[config.mk]
export PLATFORM = sky130hd
export DESIGN_NAME = mme_mac
export DESIGN_NICKNAME = d
export VERILOG_FILES = /design/src/rtl/core/mme_pkg.sv /design/src/rtl/core/mme_mac.sv
export SDC_FILE = /design/constraint.sdc
export NUM_CORES = 1
export LEC_CHECK = 0
export ABC_AREA = 1
export BUFFER_PORTS_ARGS = -buffer_cell sky130_fd_sc_hd__buf_4
export CORE_MARGIN = 5
export CORE_UTILIZATION = 35
export DETAILED_ROUTE_END_ITERATION = 12
export GPL_TIMING_DRIVEN = 0
export PLACE_DENSITY_LB_ADDON = 0.08
export SYNTH_ARGS = -nofsm -noshare
export SYNTH_HDL_FRONTEND = slang
export SYNTH_SLANG_ARGS = --single-unit
[constraint.sdc]
create_clock -name clk_i -period 3.8 [get_ports clk_i]
set_input_delay 0.19 -clock clk_i [delete_from_list [all_inputs] [get_ports clk_i]]
set_output_delay 0.19 -clock clk_i [all_outputs]
set_load 0.01 [all_outputs]
[src/rtl/core/mme_pkg.sv]
// Shared types and constants for the matrix multiply engine core.
// Request codes, register indexes, field widths and parameter defaults.
// No dependencies.
`timescale 1ns / 1ps

package mme_pkg;

  // field widths fixed by the interface
  localparam int REQ_W     = 2;
  localparam int IDX_W     = 4;
  localparam int VALUE_W   = 16;
  localparam int PRODUCT_W = 36;
  localparam int CFG_W     = 5;
  localparam int CFG_IDX_W = 2;

  // parameter defaults
  localparam int MAX_DIM_DEF    = 16;
  localparam int ELEM_WIDTH_DEF = 16;

  // request codes
  localparam logic [REQ_W-1:0] REQ_WR_A = 2'd0;
  localparam logic [REQ_W-1:0] REQ_WR_B = 2'd1;
  localparam logic [REQ_W-1:0] REQ_READ = 2'd2;

  // configuration register indexes
  localparam logic [CFG_IDX_W-1:0] CFG_INNER_LEN   = 2'd0;
  localparam logic [CFG_IDX_W-1:0] CFG_OUT_ROWS    = 2'd1;
  localparam logic [CFG_IDX_W-1:0] CFG_OUT_COLS    = 2'd2;
  localparam logic [CFG_IDX_W-1:0] CFG_TRANSPOSE_A = 2'd3;

  // register reset values
  localparam logic [CFG_W-1:0] INNER_LEN_RST = 5'd16;
  localparam logic [CFG_W-1:0] OUT_ROWS_RST  = 5'd16;
  localparam logic [CFG_W-1:0] OUT_COLS_RST  = 5'd16;

  // control from the sequencer to the multiply-accumulate unit
  typedef struct packed {
    logic clear;  // zero the accumulator
    logic valid;  // operand pair on the store outputs is live
  } mac_ctrl_t;

endpackage

[src/rtl/core/mme_mac.sv]
// Multiply-accumulate unit: registered product, then wrapping wide accumulate.
// Depends on mme_pkg (PRODUCT_W, mac_ctrl_t).
`timescale 1ns / 1ps

module mme_mac #(
  parameter int DataW = 16
) (
  input  logic                                clk_i,
  input  logic                                rst_ni,
  input  mme_pkg::mac_ctrl_t                  ctrl_i,
  input  logic signed [DataW-1:0]             a_i,
  input  logic signed [DataW-1:0]             b_i,
  output logic signed [mme_pkg::PRODUCT_W-1:0] acc_o,
  output logic                                busy_o
);
  import mme_pkg::*;

  localparam int ProdW = 2 * DataW;

  logic                        prod_vld_q;
  logic signed [ProdW-1:0]     prod_q;
  logic signed [PRODUCT_W-1:0] prod_ext;
  logic signed [PRODUCT_W-1:0] acc_q, acc_d;

  always_ff @(posedge clk_i or negedge rst_ni) begin
    if (!rst_ni) begin
      prod_vld_q <= 1'b0;
    end else begin
      prod_vld_q <= ctrl_i.valid;
    end
  end

  always_ff @(posedge clk_i) begin
    prod_q <= a_i * b_i;
  end

  assign prod_ext = {{(PRODUCT_W - ProdW){prod_q[ProdW-1]}}, prod_q};

  always_comb begin
    acc_d = acc_q;
    if (ctrl_i.clear) begin
      acc_d = '0;
    end else if (prod_vld_q) begin
      acc_d = acc_q + prod_ext;  // wraps modulo 2^PRODUCT_W
    end
  end

  always_ff @(posedge clk_i) begin
    acc_q <= acc_d;
  end

  assign acc_o  = acc_q;
  assign busy_o = prod_vld_q;

endmodule

==> results of run 1 <==
## synth_stat cells (all sizes together) (2+ instances only)
master	number	area, um^2
a21boi	3	22.5
a21o	11	82.6
a21oi	67	358
a31oi	4	25.0
buf	7	37.5
clkbuf	62	233
dfxtp	68	1360
fa	263	5270
ha	117	1460
inv	562	2110
nand2	476	1800
nand3	59	315
nand3b	3	22.5
nand4	16	100
nor2	168	658
nor3	11	80.1
o211ai	2	15.0
o21ai	58	294
o21bai	10	75.1
or2	11	68.8
xnor2	17	149
xor2	38	333
## per-layer routing
layer	GRT usage, %	vias up
met1	27.0	6379
met4	5.55	0
met2	37.3	216
met5	0	-
li1	-	6261
met3	2.21	64
## path summary, 6_finish.rpt
| check | startpoint | end | slack [ns] |
|---|---|---|---|
| min in group asynchronous | rst_ni | busy_o$_DFF_PN0_ | 0.15 |
| hold reg to reg | acc_o[35]$_SDFFE_PP0P_ | acc_o[35]$_SDFFE_PP0P_ | 0.51 |
| hold / removal | ctrl_i[1] | acc_o[29]$_SDFFE_PP0P_ | 0.13 |
| max in group asynchronous | rst_ni | busy_o$_DFF_PN0_ | 3.57 |
| setup reg to reg | prod_q[0]$_DFF_P_ | acc_o[24]$_SDFFE_PP0P_ | 1.22 |
| setup / recovery | a_i[15] | prod_q[31]$_DFF_P_ | -1.25 |
## state kept, by name (all words and copies together) (netlist names)
| signal | flops |
|---|---|
| acc_o | 36 |
| busy_o | 1 |
| prod_q | 32 |
## through the flow
stage                     hold WS, ns  setup TNS (ns)  util [%]  setup WS, ns  instances
after floorplan                -0.106          -20.71         -         -1.13       2042
after global placement        -0.0346          -40.23      39.8         -2.18       2629
after detailed placement      -0.0338          -40.40      39.8         -2.11       2629
after CTS                       0.118          -21.19      44.3         -1.28       2718
after global routing            0.149          -24.71      45.8         -1.37       2751
final                           0.135          -21.33      45.8         -1.25       2751
## final cells by class
cell class,count,area (um^2),area share [%]
Clock buffer,10,229,1.19
Multi-Input combinational cell,1342,12300,63.9
Sequential cell,69,1390,7.18
Buffer,68,1110,5.77
Inverter,562,2120,11.0
Timing Repair Buffer,155,1400,7.24
Tap cell,539,674,3.49
Clock inverter,6,47.5,0.246
## worst reg2reg max path, delay by kind of cell (launching register included)
family                     cells  cell delay, ns
AOI/OAI and AO/OA              2            0.43
buffers and inverters          3            0.32
DFF                            1            0.36
and+or+nand+nor                6            0.71
adders and majority gates      2            0.68
## cells by family after synthesis
family	Yosys count	synth area share [%]
compound gates	161	6.16
xor+xnor	55	3.22
fa+ha+maj	380	45.0
buf+inv	631	15.9
flops	69	9.27
simple gates	746	20.5
## what timing repair did
item | 4_1_cts | 5_1_grt
hold endpoints to repair | 2 | 0
pin swaps | 105 | 108
gates resized for setup | 233 | 133
gates cloned | 1 | 2
buffers inserted | 71 | 36
setup endpoints to repair | 25 | 25
hold buffers | 2 | 0
==> Flow_metrics.wiki, run 1 <==
{| class="wikitable"
! Metric !! Value
|-
| Outcome || finished, violations left
|-
| Violations in the final reports || negative setup slack
|-
| Worst min-delay path class || in2reg
|-
| Post-synthesis sequential element count || 69
|-
| Proportion of synthesized chip area in sequential cells || 9.27%
|-
| Cell at the root of the clock tree || clkbuf_16
|-
| Die Footprint || 0.0470 mm^2
|-
| Kind of end point of the critical path || flop
|-
| Maxcap violations || 0
|-
| Unique cell type count in the Yosys netlist || 43
|-
| Critical path's largest stage delay || 0.72 ns
|-
| WL met3 || 1620 um
|-
| Commonest non-fill, non-tap cell in the layout || inv_1
|-
| Setup violations, final || 24
|-
| Number of DRC violations after detailed routing || 0
|-
| Top metal layer carrying routed signals || met4
|-
| H-tree level count || 3
|-
| Max FO, Critical Path || 8
|-
| Worst Setup Start Kind || input port
|-
| Avg Synthesized Cell Area || 7.33 um^2
|-
| First-pass GRT wire length || 76700 um
|-
| Number of cells on the worst reg-to-reg path || 13
|-
| Final count of hold timing violations || 0
|-
| HPWL after detailed placement || 40700 um
|-
| Width of the die || 217 um
|-
| Total standard cell area after synthesis || around 0.015 mm^2
|-
| Fill cells || 4262
|-
| Routed Antenna Nets || 0
|-
| Critical path's top delay family || adder cells
|-
| Final Cycle Share || 133%
|-
| Max Root-Sink Buffers || 2
|-
| Unrepaired setup endpoints after global routing || true
|-
| List of cells traversed by the critical path || buf_12 -> clkbuf_16 -> nand2_4 -> inv_4 -> fa_2 -> fa_2 -> buf_12 -> fa_2 -> inv_2 -> fa_1 -> inv_2 -> fa_1 -> fa_2 -> ha_4 -> a21o_1 -> a31oi_1 -> o31a_1 -> nand3_2 -> xor2_1
|-
| Chip height || 217 um
|-
| Ant. Diodes || 0
|-
| Core Rows || 75
|-
| Fraction of layout instances using a drive strength above 1 || between 20% and 30%
|-
| Clock latency on the worst-skew pair || 0.35 ns
|-
| Pins Over Slew Limit || 0
|-
| Proportion of synthesized flip-flops having asynchronous set or reset || 1.45%
|-
| Number of placed I/O pins || 73
|-
| Instance area after placement || 0.0167 mm^2
|-
| Required @ worst endpoint || ~4.0 ns
|-
| Total via count in the routed design || between 10000 and 15000
|-
| Aggregate global routing overflow || 0
|-
| Average wire per cell in the routed design || 17.6 um
|-
| Area of all placed cells without fillers || 0.0193 mm^2
|-
| Synth warnings || 0
|-
| Clock Sinks || between 60 and 70
|-
| CP max-delay cell || fa_2
|-
| Commonest cells after routing, fill and taps aside || inv_1 (488), nand2_1 (419), fa_1 (236), nor2_1 (143), buf_4 (119)
|-
| Detailed-route wire length on metal 1 || 21700 um
|-
| Routed length on met2 || about 24000 um
|-
| CTS tree || done
|-
| Post-detailed-routing wire length || 48500 um
|-
| Critical path class || in2reg
|-
| Clock-pin slew on the worst setup and hold paths || about 0.07 ns
|-
| Data arrival time of the worst path || around 5.3 ns
|-
| Count of buffering cells on the critical path with inverters included || 6
|-
| Synth Net Count || 2458
|-
| Global Route Usage Sum || 20.9%
|-
| Least-Margin Pin Slew || just under 0.7 ns
|-
| Area of the placeable core || between 0.04 and 0.05 mm^2
|-
| Initial antenna violation count || 0
|-
| Placer Congestion || 0.910
|-
| Hold path depth || 4
|-
| Vias in the first global route || around 14000
|-
| Mapped Cells || between 2000 and 2500
|-
| Instance count on the critical path || 19
|-
| Vias per cell || 4.70
|-
| Final Skew || 0.0131 ns
|-
| Largest net degree at the start of global routing || 14
|-
| Number of detailed-route iterations in the first pass || 4
|-
| Clock buffer count from CTS || 9
|-
| Post-layout min period || 5.05 ns
|-
| Starting utilization of the core area || 35.5%
|-
| # nets final || 2623
|-
| Most instantiated flip-flop cell in the synthesis netlist || dfxtp_1
|-
| Number of buffer cells added on primary ports || 48
|-
| Number of enable-type register cells in the synthesized netlist || 0
|-
| Worst-case setup margin in the final layout || -1.25 ns
|-
| Maximum frequency from static timing analysis || 198 MHz
|-
| Crit path top cell by count || fa_2
|-
| Area added between synthesis and finish || 29.1%
|-
| Number of violations reported at the end of detailed-routing iteration 0 || 566
|-
| Worst relative slew slack || 54.5%
|}
Power of run 1 is not shown: default switching activity piles up to over one toggle a cycle in this logic, so the estimate is an artifact.
==> run 2: changes to the inputs <==
==> constraint.sdc (replaced) <==
create_clock -name clk_i -period 3.8 [get_ports clk_i]
set_input_delay 0.57 -clock clk_i [delete_from_list [all_inputs] [get_ports clk_i]]
set_output_delay 0.57 -clock clk_i [all_outputs]
set_load 0.01 [all_outputs]
==> run 2 against run 1 <==
  * Sequential share of layout area is 0.081 points lower
  * Critical path type unchanged
  * Setup slack worse by 0.34 ns
  * Flip-flop and latch count unchanged
  * The flow still finishes with violations (negative setup slack)
  * Global-route usage up 0.21 points
  * Critical endpoint is now prod_q[22]$_DFF_P_
  * Count of clock-buffer cells in the layout is the same
  * Hold slack gained 0.19 ns
  * Design area rose by 1.1%
  * Utilization up 0.52 points
  * Die area stayed put
==> Flow_metrics.wiki, run 2 (synthesis gave the netlist of run 1 again) <==
{| class="wikitable"
! Metric !! Value
|-
| Fill cells || 4212 (was 4262)
|-
| Clock buffer count from CTS || 9 (unchanged)
|-
| Max Root-Sink Buffers || 2 (unchanged)
|-
| Number of buffer cells added on primary ports || 48 (unchanged)
|-
| Area of the placeable core || 0.0421 mm^2 (unchanged)
|-
| Violations in the final reports || negative setup slack (unchanged)
|-
| Least-Margin Pin Slew || 0.688 ns (was 0.683 ns)
|-
| Instance area after placement || 0.0168 mm^2 (was 0.0167 mm^2)
|-
| Average wire per cell in the routed design || 17.5 um (was 17.6 um)
|-
| Kind of end point of the critical path || flop (unchanged)
|-
| Total via count in the routed design || 13100 (was 12900)
|-
| Fraction of layout instances using a drive strength above 1 || 23.8% (was 23.4%)
|-
| Sum of negative setup slack || -30.65 ns (was -21.33 ns)
|-
| Aggregate global routing overflow || 0 (unchanged)
|-
| Starting utilization of the core area || 35.5% (unchanged)
|-
| Chip height || 217 um (unchanged)
|-
| Width of the die || 217 um (unchanged)
|-
| Setup violations, final || 25 (was 24)
|-
| Worst relative slew slack || 54.1% (was 54.5%)
|-
| Placer Congestion || 0.906 (was 0.910)
|-
| First-pass GRT wire length || 77800 um (was 76700 um)
|-
| Fraction of the core area covered by cells at the end of the flow || 46.4% (was 45.8%)
|-
| Clock-pin slew on the worst setup and hold paths || 0.06 ns (was 0.07 ns)
|-
| Ant. Diodes || 0 (unchanged)
|-
| Initial antenna violation count || 1 (was 0)
|-
| Largest net degree at the start of global routing || 14 (unchanged)
|-
| # nets final || 2642 (was 2623)
|-
| Worst-case setup margin in the final layout || -1.59 ns (was -1.25 ns)
|-
| HPWL after detailed placement || 40800 um (was 40700 um)
|-
| FF/Latch Area || 0.00139 mm^2 (unchanged)
|-
| Number of DRC violations after detailed routing || 0 (unchanged)
|-
| Final Cycle Share || 142% (was 133%)
|-
| Final count of hold timing violations || 0 (unchanged)
|-
| Core Rows || 75 (unchanged)
|-
| Commonest cells after routing, fill and taps aside || inv_1 (492), nand2_1 (417), fa_1 (236), nor2_1 (144), buf_4 (134) (was inv_1 (488), nand2_1 (419), fa_1 (236), nor2_1 (143), buf_4 (119))
|-
| Clock latency on the worst-skew pair || 0.35 ns (about the same)
|-
| Maximum frequency from static timing analysis || 186 MHz (was 198 MHz)
|-
| Max FFs per register || 36 (unchanged)
|-
| Number of violations reported at the end of detailed-routing iteration 0 || 501 (was 566)
|-
| Unrepaired setup endpoints after global routing || true (unchanged)
|-
| H-tree level count || 3 (unchanged)
|-
| Vias in the first global route || 14100 (about the same)
|-
| Final Skew || 0.0118 ns (was 0.0131 ns)
|-
| CTS tree || done (unchanged)
|-
| Clock Sinks || 69 (unchanged)
|-
| Required @ worst endpoint || 4.07 ns (was 4.02 ns)
|-
| Area of all placed cells without fillers || 0.0195 mm^2 (was 0.0193 mm^2)
|-
| Area added between synthesis and finish || 30.6% (was 29.1%)
|-
| Vias per cell || 4.73 (was 4.70)
|-
| Max FO, Critical Path || 5 (was 8)
|-
| Outcome || finished, violations left (unchanged)
|-
| Maxcap violations || 0 (unchanged)
|-
| Post-detailed-routing wire length || 48500 um (about the same)
|-
| Number of detailed-route iterations in the first pass || 7 (was 4)
|-
| Pins Over Slew Limit || 0 (unchanged)
|-
| Worst hold margin || 0.326 ns (was 0.135 ns)
|-
| Critical path class || in2reg (unchanged)
|-
| Total area of multi-input combinational cells || 0.0123 mm^2 (about the same)
|-
| Commonest non-fill, non-tap cell in the layout || inv_1 (unchanged)
|-
| Worst Setup Start Kind || input port (unchanged)
|-
| Cell at the root of the clock tree || clkbuf_16 (unchanged)
|-
| Post-layout min period || 5.39 ns (was 5.05 ns)
|-
| Data arrival time of the worst path || 5.66 ns (was 5.27 ns)
|-
| Number of placed I/O pins || 73 (unchanged)
|-
| Die Footprint || 0.0470 mm^2 (unchanged)
|-
| Global Route Usage Sum || 21.1% (was 20.9%)
|-
| Routed Antenna Nets || 0 (unchanged)
|-
| Worst min-delay path class || in2reg (unchanged)
|}
==> run 2: changes by cell type in the layout (fill, tap and decap cells not counted), sizes merged <==
cell and delta:
clkbuf +10, buf +10, clkinvlp +1, clkinv -2, dlygate4sd3 -1, bufinv +1
==> run 2: what timing repair did <==
action	in CTS	in global routing
setup endpoints to repair	26	26
pin swaps	133	94
hold buffers	1	0
setup buffers	100	23
gates resized for setup	236	103
gates cloned	1	2
hold endpoints to repair	1	0
==> run 2: path summary, 6_finish.rpt <==
kind                                   startpoint                     end  slack, ns  cells after the start
setup / recovery                          a_i[15]      prod_q[22]$_DFF_P_      -1.59                     23
hold / removal                          ctrl_i[0]        busy_o$_DFF_PN0_       0.33                      1
setup reg to reg                prod_q[0]$_DFF_P_  acc_o[32]$_SDFFE_PP0P_       1.18                     15
hold reg to reg            acc_o[35]$_SDFFE_PP0P_  acc_o[35]$_SDFFE_PP0P_       0.51                      2
max in group asynchronous                  rst_ni        busy_o$_DFF_PN0_       3.19                      2
min in group asynchronous                  rst_ni        busy_o$_DFF_PN0_       0.53                      2
==> run 2: metal layers <==
layer,GRT usage [%],part of all wire (%)
met5,0,0
met4,4.20,2.0
met1,27.0,44
met3,2.22,3.6
met2,38.7,50
==> run 2: area by class of cell <==
type | instances | area share [%]
plain buffers | 69 | 6.14
multi-input cells | 1342 | 63.0
clock inverters | 6 | 0.365
well taps | 539 | 3.45
repair buffers | 173 | 7.93
inverters | 562 | 10.9
flip-flops and latches | 69 | 7.10
clock buffers | 10 | 1.17
==> run 2: per-stage QoR <==
step | instances | setup WS, ns
5_1_grt | 2770 | -1.76
3_5_place_dp | 2629 | -2.62
4_1_cts | 2745 | -1.60
6_report | 2770 | -1.59
2_1_floorplan | 2042 | -1.51
3_3_place_gp | 2629 | -2.70
==> run 2: critical path, cell delays in order <==
cell	delay, ns
buf_12	0.11
clkbuf_16	0.15
nand2_2	0.07
inv_2	0.04
fa_2	0.65
buf_6	0.12
fa_1	0.43
fa_2	0.55
fa_1	0.43
fa_1	0.53
inv_2	0.04
fa_1	0.51
inv_2	0.05
ha_4	0.29
nand2_4	0.06
inv_2	0.06
nand2_2	0.06
nor3_4	0.25
nand4_1	0.20
nand3_4	0.16
nand3_2	0.08
nand2_1	0.07
xor2_1	0.15
Power of run 2 is left out for the same reason.
==> run 3: changes to the inputs <==
--- a/config.mk
+++ b/config.mk
@@ -7,6 +7,8 @@
 export LEC_CHECK = 0
 export ABC_AREA = 1
 export BUFFER_PORTS_ARGS = -buffer_cell sky130_fd_sc_hd__buf_4
+export CELL_PAD_IN_SITES_DETAIL_PLACEMENT = 0
+export CELL_PAD_IN_SITES_GLOBAL_PLACEMENT = 1
 export CORE_MARGIN = 5
 export CORE_UTILIZATION = 35
 export DETAILED_ROUTE_END_ITERATION = 12
==> constraint.sdc (replaced) <==
create_clock -name clk_i -period 3.8 [get_ports clk_i]
set_input_delay 0.57 -clock clk_i [delete_from_list [all_inputs] [get_ports clk_i]]
set_output_delay 0.57 -clock clk_i [all_outputs]
set_load 0.05 [all_outputs]
==> run 3 against run 2 <==
  * The flow still finishes with violations (negative setup slack)
  * Critical path depth grew 1
  * Global-route usage shrank 0.29 points
  * Utilization shrank 0.27 points
  * Register-to-register slack lost 0.11 ns
  * Critical endpoint is now prod_q[25]$_DFF_P_
  * Highest routed layer unchanged
==> Flow_metrics.wiki, run 3 (synthesis gave the netlist of run 1 again) <==
{| class="wikitable"
! Metric !! Value
|-
| H-tree level count || 3 (unchanged)
|-
| Fill cells || 4278 (was 4212)
|-
| Area of the placeable core || 0.0421 mm^2 (unchanged)
|-
| Worst Setup Start Kind || input port (unchanged)
|-
| Hold path depth || 1 (unchanged)
|-
| Clock latency on the worst-skew pair || 0.35 ns (about the same)
|-
| Required @ worst endpoint || 4.08 ns (was 4.07 ns)
|-
| Number of cells on the worst reg-to-reg path || 15 (unchanged)
|-
| Worst hold margin || 0.329 ns (was 0.326 ns)
|-
| Fraction of the core area covered by cells at the end of the flow || 46.1% (was 46.4%)
|-
| Area added between synthesis and finish || 29.8% (was 30.6%)
|-
| Worst-case setup margin in the final layout || -1.64 ns (was -1.59 ns)
|-
| Die Footprint || 0.0470 mm^2 (unchanged)
|-
| Outcome || finished, violations left (unchanged)
|-
| Aggregate global routing overflow || 0 (unchanged)
|-
| Clock buffer count from CTS || 9 (unchanged)
|-
| CTS tree || done (unchanged)
|-
| Commonest cells after routing, fill and taps aside || inv_1 (491), nand2_1 (414), fa_1 (241), nor2_1 (145), buf_4 (123) (was inv_1 (492), nand2_1 (417), fa_1 (236), nor2_1 (144), buf_4 (134))
|-
| Global Route Usage Sum || 20.8% (was 21.1%)
|-
| Post-detailed-routing wire length || 48000 um (was 48500 um)
|-
| Critical path's top delay family || adder cells (unchanged)
|-
| Final count of hold timing violations || 0 (unchanged)
|-
| Placement Setup Slack || -2.68 ns (was -2.62 ns)
|-
| Critical path class || in2reg (unchanged)
|-
| Startpoint of the worst hold path || ctrl_i[0] (unchanged)
|-
| Number of buffer cells added on primary ports || 48 (unchanged)
|-
| Unrepaired setup endpoints after global routing || true (unchanged)
|-
| Vias per cell || 4.59 (was 4.73)
|-
| Sum of negative setup slack || -32.03 ns (was -30.65 ns)
|-
| Ant. Diodes || 0 (unchanged)
|-
| Vias in the first global route || 13800 (was 14100)
|-
| First-pass GRT wire length || 76300 um (was 77800 um)
|-
| Chip height || 217 um (unchanged)
|-
| Average wire per cell in the routed design || 17.4 um (was 17.5 um)
|-
| Max FFs per register || 36 (unchanged)
|-
| Clock-pin slew on the worst setup and hold paths || 0.06 ns (about the same)
|-
| List of cells traversed by the critical path || buf_12 -> clkbuf_16 -> buf_12 -> nand2_4 -> fa_1 -> inv_2 -> fa_2 -> buf_6 -> buf_6 -> fa_1 -> fa_1 -> fa_1 -> inv_1 -> fa_1 -> inv_2 -> ha_4 -> nand2_4 -> nor2_4 -> and3_4 -> nand4_1 -> nand3_4 -> nand3_2 -> nand2_1 -> xor2_1 (was buf_12 -> clkbuf_16 -> nand2_2 -> inv_2 -> fa_2 -> buf_6 -> fa_1 -> fa_2 -> fa_1 -> fa_1 -> inv_2 -> fa_1 -> inv_2 -> ha_4 -> nand2_4 -> inv_2 -> nand2_2 -> nor3_4 -> nand4_1 -> nand3_4 -> nand3_2 -> nand2_1 -> xor2_1)
|-
| Placer Congestion || 0.911 (was 0.906)
|-
| Capture instance of the worst register-to-register path || acc_o[32]$_SDFFE_PP0P_ (unchanged)
|-
| Final Cycle Share || 143% (was 142%)
|-
| Data arrival time of the worst path || 5.72 ns (was 5.66 ns)
|-
| Number of placed I/O pins || 73 (unchanged)
|-
| Least-Margin Pin Slew || 0.755 ns (was 0.688 ns)
|-
| Worst relative slew slack || 49.7% (was 54.1%)
|-
| Slack of the worst reg-to-reg path || 1.07 ns (was 1.18 ns)
|-
| Commonest non-fill, non-tap cell in the layout || inv_1 (unchanged)
|-
| Maximum frequency from static timing analysis || 184 MHz (was 186 MHz)
|-
| Initial antenna violation count || 0 (was 1)
|-
| Number of detailed-route iterations in the first pass || 4 (was 7)
|-
| Kind of end point of the critical path || flop (unchanged)
|-
| Launching point of the worst reg2reg path || prod_q[0]$_DFF_P_ (unchanged)
|-
| Max Root-Sink Buffers || 2 (unchanged)
|-
| Crit path top cell by count || fa_1
|-
| Clock Sinks || 69 (unchanged)
|-
| Fraction of layout instances using a drive strength above 1 || 23.6% (was 23.8%)
|-
| Core Rows || 75 (unchanged)
|-
| Critical path's largest stage delay || 0.64 ns (was 0.65 ns)
|-
| Number of DRC violations after detailed routing || 0 (unchanged)
|-
| Final Skew || 0.00569 ns (was 0.0118 ns)
|-
| Starting utilization of the core area || 35.5% (unchanged)
|-
| Total via count in the routed design || 12700 (was 13100)
|-
| Count of buffering cells on the critical path with inverters included || 8 (was 7)
|-
| Hold Path Sink || busy_o$_DFF_PN0_ (unchanged)
|-
| Routed Antenna Nets || 0 (unchanged)
|-
| Width of the die || 217 um (unchanged)
|-
| Worst min-delay path class || in2reg (unchanged)
|-
| Maxcap violations || 0 (unchanged)
|-
| Setup violations, final || 25 (unchanged)
|-
| Pins Over Slew Limit || 0 (unchanged)
|-
| Number of violations reported at the end of detailed-routing iteration 0 || 531 (was 501)
|-
| # nets final || 2631 (was 2642)
|-
| Largest net degree at the start of global routing || 12 (was 14)
|-
| Post-layout min period || 5.44 ns (was 5.39 ns)
|-
| Max FO, Critical Path || 6 (was 5)
|-
| Cell at the root of the clock tree || clkbuf_16 (unchanged)
|-
| HPWL after detailed placement || 40900 um (was 40800 um)
|-
| Violations in the final reports || negative setup slack (unchanged)
|-
| CP max-delay cell || fa_2 (unchanged)
|}
run 3: worst max-delay path by stage:
stage / to / start / depth (start not counted) / slack [ns]
6_report: prod_q[25]$_DFF_P_ / a_i[15] / 24 / -1.64
5_1_grt: prod_q[30]$_DFF_P_ / a_i[15] / 24 / -1.80
4_1_cts: prod_q[30]$_DFF_P_ / a_i[15] / 24 / -1.65
3_5_place_dp: prod_q[22]$_DFF_P_ / a_i[12] / 20 / -2.68
3_3_place_gp: prod_q[22]$_DFF_P_ / a_i[12] / 20 / -2.67
2_1_floorplan: prod_q[22]$_DFF_P_ / b_i[4] / 23 / -1.51
run 3: worst reg2reg max path: cells and delay by family (launching register included):
| family | cells | cell delay [ns] |
|---|---|---|
| simple gates | 10 | 1.21 |
| flops | 1 | 0.36 |
| buf+inv | 3 | 0.33 |
| fa+ha+maj | 2 | 0.73 |
run 3: what timing repair did:
item                                   4_1_cts  5_1_grt
pin swaps                                  114       87
setup endpoints to repair                   26       26
buffers inserted                            89       24
resized for setup                          226      104
endpoints found under the hold margin        1        0
gates cloned                                 2        0
hold buffers                                 1        0
run 3: per-stage QoR:
stage          instances  instance area [um^2]
2_1_floorplan       2042                 15800
3_3_place_gp        2629                 16800
3_5_place_dp        2629                 16800
4_1_cts             2737                 18900
5_1_grt             2759                 19400
6_report            2759                 19400
run 3: cell type report:
class	instances	area (um^2)	share of cell area, %
clock inverters	4	70.1	0.361
inverters	562	2120	10.9
multi-input cells	1342	12300	63.5
well taps	539	674	3.47
flip-flops and latches	69	1390	7.14
clock buffers	12	256	1.32
plain buffers	68	1110	5.71
repair buffers	163	1460	7.54
run 3: layer usage:
metal | part of all wire [%] | wire length [um] | GRT usage (%) | vias up
met5 | 0 | 0 | 0 | -
met4 | 3.6 | 1750 | 7.02 | 0
met3 | 2.6 | 1270 | 1.93 | 77
met2 | 50 | 23900 | 37.3 | 194
met1 | 44 | 21100 | 26.3 | 6123
li1 | - | - | - | 6280
Power of run 3 is left out for the same reason.
